**config.mk**
```make
export PLATFORM = sky130hd
export DESIGN_NAME = spq_cell
export DESIGN_NICKNAME = d
export VERILOG_FILES = /design/src/sv/spq_pkg.sv /design/src/sv/spq_cell.sv
export SDC_FILE = /design/constraint.sdc
export NUM_CORES = 1
export LEC_CHECK = 0
export ABC_CLOCK_PERIOD_IN_PS = 4600
export BUFFER_PORTS_ARGS = -buffer_cell sky130_fd_sc_hd__buf_4
export CAP_MARGIN = 20
export CORE_ASPECT_RATIO = 1.1
export CORE_UTILIZATION = 41
export CTS_BUF_LIST = sky130_fd_sc_hd__clkbuf_2 sky130_fd_sc_hd__clkbuf_4 sky130_fd_sc_hd__clkbuf_8
export CTS_CLUSTER_DIAMETER = 60
export DETAILED_ROUTE_END_ITERATION = 16
export PLACE_DENSITY = 0.79
export SLEW_MARGIN = 10
export SYNTH_ARGS = -nofsm -noshare
export SYNTH_HDL_FRONTEND = slang
export SYNTH_SLANG_ARGS = --single-unit
```
**constraint.sdc**
```tcl
create_clock -name clk_i -period 4.6 [get_ports clk_i]
set_clock_uncertainty 0.2 [all_clocks]
set_input_delay 0.46 -clock clk_i [delete_from_list [all_inputs] [get_ports clk_i]]
set_output_delay 0.46 -clock clk_i [all_outputs]
set_load 0.02 [all_outputs]
```
**src/sv/spq_pkg.sv**
```systemverilog
`timescale 1ns / 1ps
package spq_pkg;

  // Request codes
  localparam logic REQ_INSERT = 1'b0;
  localparam logic REQ_REMOVE = 1'b1;

  // Result status codes
  localparam int unsigned STATUS_W = 2;
  localparam logic [STATUS_W-1:0] ST_OK    = 2'd0;
  localparam logic [STATUS_W-1:0] ST_EMPTY = 2'd1;
  localparam logic [STATUS_W-1:0] ST_FULL  = 2'd2;

  // Width of the reported occupancy field
  localparam int unsigned OCC_W = 7;

  // Operation broadcast to every cell of the row
  typedef struct packed {
    logic ins;
    logic rem;
  } spq_op_t;

endpackage

```
**src/sv/spq_cell.sv**
```systemverilog
`timescale 1ns / 1ps
module spq_cell #(
  parameter int unsigned KEY_BITS = 32,
  parameter int unsigned TAG_BITS = 16
) (
  input  logic                clk_i,
  input  spq_pkg::spq_op_t    op_i,
  input  logic                occupied_i,
  input  logic [KEY_BITS-1:0] new_key_i,
  input  logic [TAG_BITS-1:0] new_tag_i,
  input  logic                left_keep_i,
  input  logic [KEY_BITS-1:0] left_key_i,
  input  logic [TAG_BITS-1:0] left_tag_i,
  input  logic [KEY_BITS-1:0] right_key_i,
  input  logic [TAG_BITS-1:0] right_tag_i,
  output logic                keep_o,
  output logic [KEY_BITS-1:0] key_o,
  output logic [TAG_BITS-1:0] tag_o
);

  logic [KEY_BITS-1:0] key_q, key_d;
  logic [TAG_BITS-1:0] tag_q, tag_d;

  // An occupied entry with key no greater than the new one stays in place.
  assign keep_o = occupied_i && (key_q <= new_key_i);

  always_comb begin
    key_d = key_q;
    tag_d = tag_q;
    priority if (op_i.rem) begin
      key_d = right_key_i;
      tag_d = right_tag_i;
    end else if (op_i.ins && !keep_o) begin
      if (left_keep_i) begin
        key_d = new_key_i;
        tag_d = new_tag_i;
      end else begin
        key_d = left_key_i;
        tag_d = left_tag_i;
      end
    end
  end

  always_ff @(posedge clk_i) begin
    key_q <= key_d;
    tag_q <= tag_d;
  end

  assign key_o = key_q;
  assign tag_o = tag_q;

endmodule

```
==> impl_results.md <==
- Run status: completed
- Vias: 3056
- CP startpoint kind: flip-flop
- Clock period minus final worst setup slack: a little under 3 ns
- P&R area growth vs syn: 50.3%
- CP max stage cell: edfxtp_1
- Synth area leaders: edfxtp_1 44%, mux2i_1 15%, ha_1 12%, o21ai_0 6.4%, nand2_1 5.9%
- RSZ-0062 raised after global routing: no
- Clk_lat worst skew: 0.30 ns
- Post-synth cell types: 33
- Leak: approximately 2.5 nW
- Core Area: ~7900 µm²
- Final Non-Filler Cells: slightly above 600
- #FFs+latches synth: 48
- Crit path kind: reg -> out
- WP data required: a little under 4 ns
- Worst setup EP type: output port
- WL/cell: approximately 14 µm
- Register area share after synthesis: around 44%
- Slew @ Worst Pin: 0.838 ns
- First-pass DRT Iterations: 4
- Synth Warn #: 0
- Initial drt markers: 59
- Number of max-cap violations: 0
- Total negative slack: 0 ns
- Cell Area, Synth: 3310 µm²
- Die height: between 90 and 100 µm
- DPL Wire Length: 6840 µm
- Pwr per Cell Area: around 260 nW/µm²
- Synth top area share: a little over two fifths
- Maximum fanout along the worst path: 3
- Final Wtd Congestion: 0.804
- Syn Inst Count: 325
- Worst-case clock buffer depth: 2
- # H-tree levels: 2
- Worst min-delay path class: in -> reg
- WP data arrival: ~2.3 ns
- Final Hold Viols: 0
- Final net count: just under 700
- Clock transition at path regs: about 0.090 ns
- Cts bufs inserted: 5
- Setup bufs post-CTS: 0
- Routed vias/inst: between 4 and 5
- Largest net degree at the start of global routing: 99
- Vias in the first global route: about 2900
- Multi-input logic area: 1670 µm²
- Total GRT Usage: between 10% and 20%
- Hold_buf cts: 0
- Final Total Pwr: ~1.3 mW
- GRT overflow: 0
- Synth Net Count: 506
- CTS-repair resized insts: 0
- FF+latch area: around 1400 µm²
- Slowest stage delay, CP: a little over 0.4 ns
- Cell Area, Placed: around 5000 µm²
- Antenna Nets Post-Route: 0
- Worst path cell trace: ha_1 > a21oi_1 > nand2_1 > a221o_1 > a211oi_2 > a31o_1 > buf_4
- Fmax: approximately 340 MHz
- Crit path buf inv count: 1
- Largest area contributor in the netlist: edfxtp_1
- Max transition margin: between 40 and 50%
- Layout cells sized above 1: between 40% and 50%
- Final Util: between 60% and 70%
- Final Max Tran Viols: 0
- Mapped Avg Cell Area: between 10 and 15 µm²
- Die Wd: 87.6 µm
- DRC viols: 0
- Final setup viols: 0
- Antenna cell count: 0
- Starting Density: a little over two fifths
- # port buffers: between 150 and 200
- First-pass GRT wire length: 12700 µm
- Die area: about 8400 µm²
- Total placed cells including tap cells: 615
- Crit path max-delay family: compound AO/OA/AOI/OAI gates
- Initial antenna violation count: 0
- Fill count: slightly below 700
- Rows: 34
- Clk root buf: clkbuf_8
- Period utilization: between 60% and 70%
- Design Area, Final: roughly 5000 µm²
- Maximum vdd drop: ~0.17 mV
- Routed WL: 8570 µm
- Boundary pin count: around 200
- Sinks on the clock net: 48
- TritonCTS clock tree: done
-- cell type report --
type / instances / share of cell area, %
Clock buffer: 5 / 1.38
Clock inverter: 3 / 0.755
Inverter: 33 / 2.49
Multi-Input combinational cell: 227 / 33.6
Sequential cell: 48 / 29.0
Tap cell: 108 / 2.72
Timing Repair Buffer: 199 / 30.0
-- state kept, by name, summed over array words and instances (netlist names) --
signal,count
key_o,32
tag_o,16
-- where the power goes --
group	switching [mW]	internal, mW	total, mW	leakage [nW]
combinational	0.224	0.219	0.442	1.97
sequential	0.0228	0.546	0.569	0.488
clock	0.140	0.159	0.299	0.0532
total	0.387	0.923	1.31	2.51
-- through the flow --
| step | setup WS [ns] | hold slack, ns |
|---|---|---|
| 2_1_floorplan | 1.03 | 0.451 |
| 3_3_place_gp | 1.79 | 0.541 |
| 3_5_place_dp | 1.76 | 0.544 |
| 4_1_cts | 1.63 | 0.226 |
| 5_1_grt | 1.53 | 0.238 |
| 6_report | 1.67 | 0.233 |
-- per-layer routing --
layer	vias up	track usage (%)	wire length [µm]
met5	-	0	0
met4	0	7.24	167
met3	14	4.80	658
met2	128	37.2	4460
met1	1365	21.6	3290
li1	1549	-	-
-- worst reg2reg max path, cell delays in order, from the launching register on --
cell and delay [ns]:
edfxtp_1 0.40, ha_1 0.34, nand4_2 0.18, a2111oi_2 0.40, o31ai_1 0.20, a41oi_4 0.26
buf_4 0.34
-- layout by cell type (no fill, tap or decap), types with 3 or more instances in the layout --
cell / count
nand4_1: 6
o21ai_1: 8
a21o_1: 3
inv_1: 33
nand2_1: 52
mux2i_1: 48
o21ai_0: 42
ha_1: 32
a21oi_1: 12
buf_4: 199
nand3_1: 4
edfxtp_1: 48
clkbuf_8: 5
-- path summary, 6_finish.rpt --
check                        endpoint  slack, ns                start  cells after the start
hold / removal    key_o[21]$_DFFE_PP_       0.23      right_key_i[21]                      3
hold reg to reg   key_o[31]$_DFFE_PP_       1.21  key_o[31]$_DFFE_PP_                      5
setup reg to reg  tag_o[10]$_DFFE_PP_       1.96  key_o[15]$_DFFE_PP_                      6
setup / recovery               keep_o       1.67  key_o[30]$_DFFE_PP_                      7
-- kinds of logic after synthesis --
family,after synthesis,synth area share (%)
AO/OA/AOI/OAI,76,13.3
flip-flops,48,43.6
multiplexers,48,14.5
buffers and inverters,50,6.43
AND/OR/NAND/NOR,71,10.1
adder cells (fa/ha/maj),32,12.1
-- cells in the mapped netlist --
cell,number
a2111oi_2,1
a211oi_1,1
a211oi_2,1
a21o_1,3
a21oi_1,12
a221o_1,1
a31o_1,1
a41o_1,1
a41oi_1,1
and3_1,1
buf_2,3
buf_4,3
clkbuf_1,10
clkbuf_8,1
edfxtp_1,48
ha_1,32
inv_1,33
mux2i_1,48
nand2_1,52
nand3_1,4
nand4_1,6
nand4_2,2
nor2_1,2
nor2b_2,1
nor3_1,1
nor4_1,1
nor4_4,1
o211ai_1,1
o211ai_2,1
o21a_1,1
o21ai_0,42
o21ai_1,8
o31ai_1,1
(Power assumes the default switching activity.)
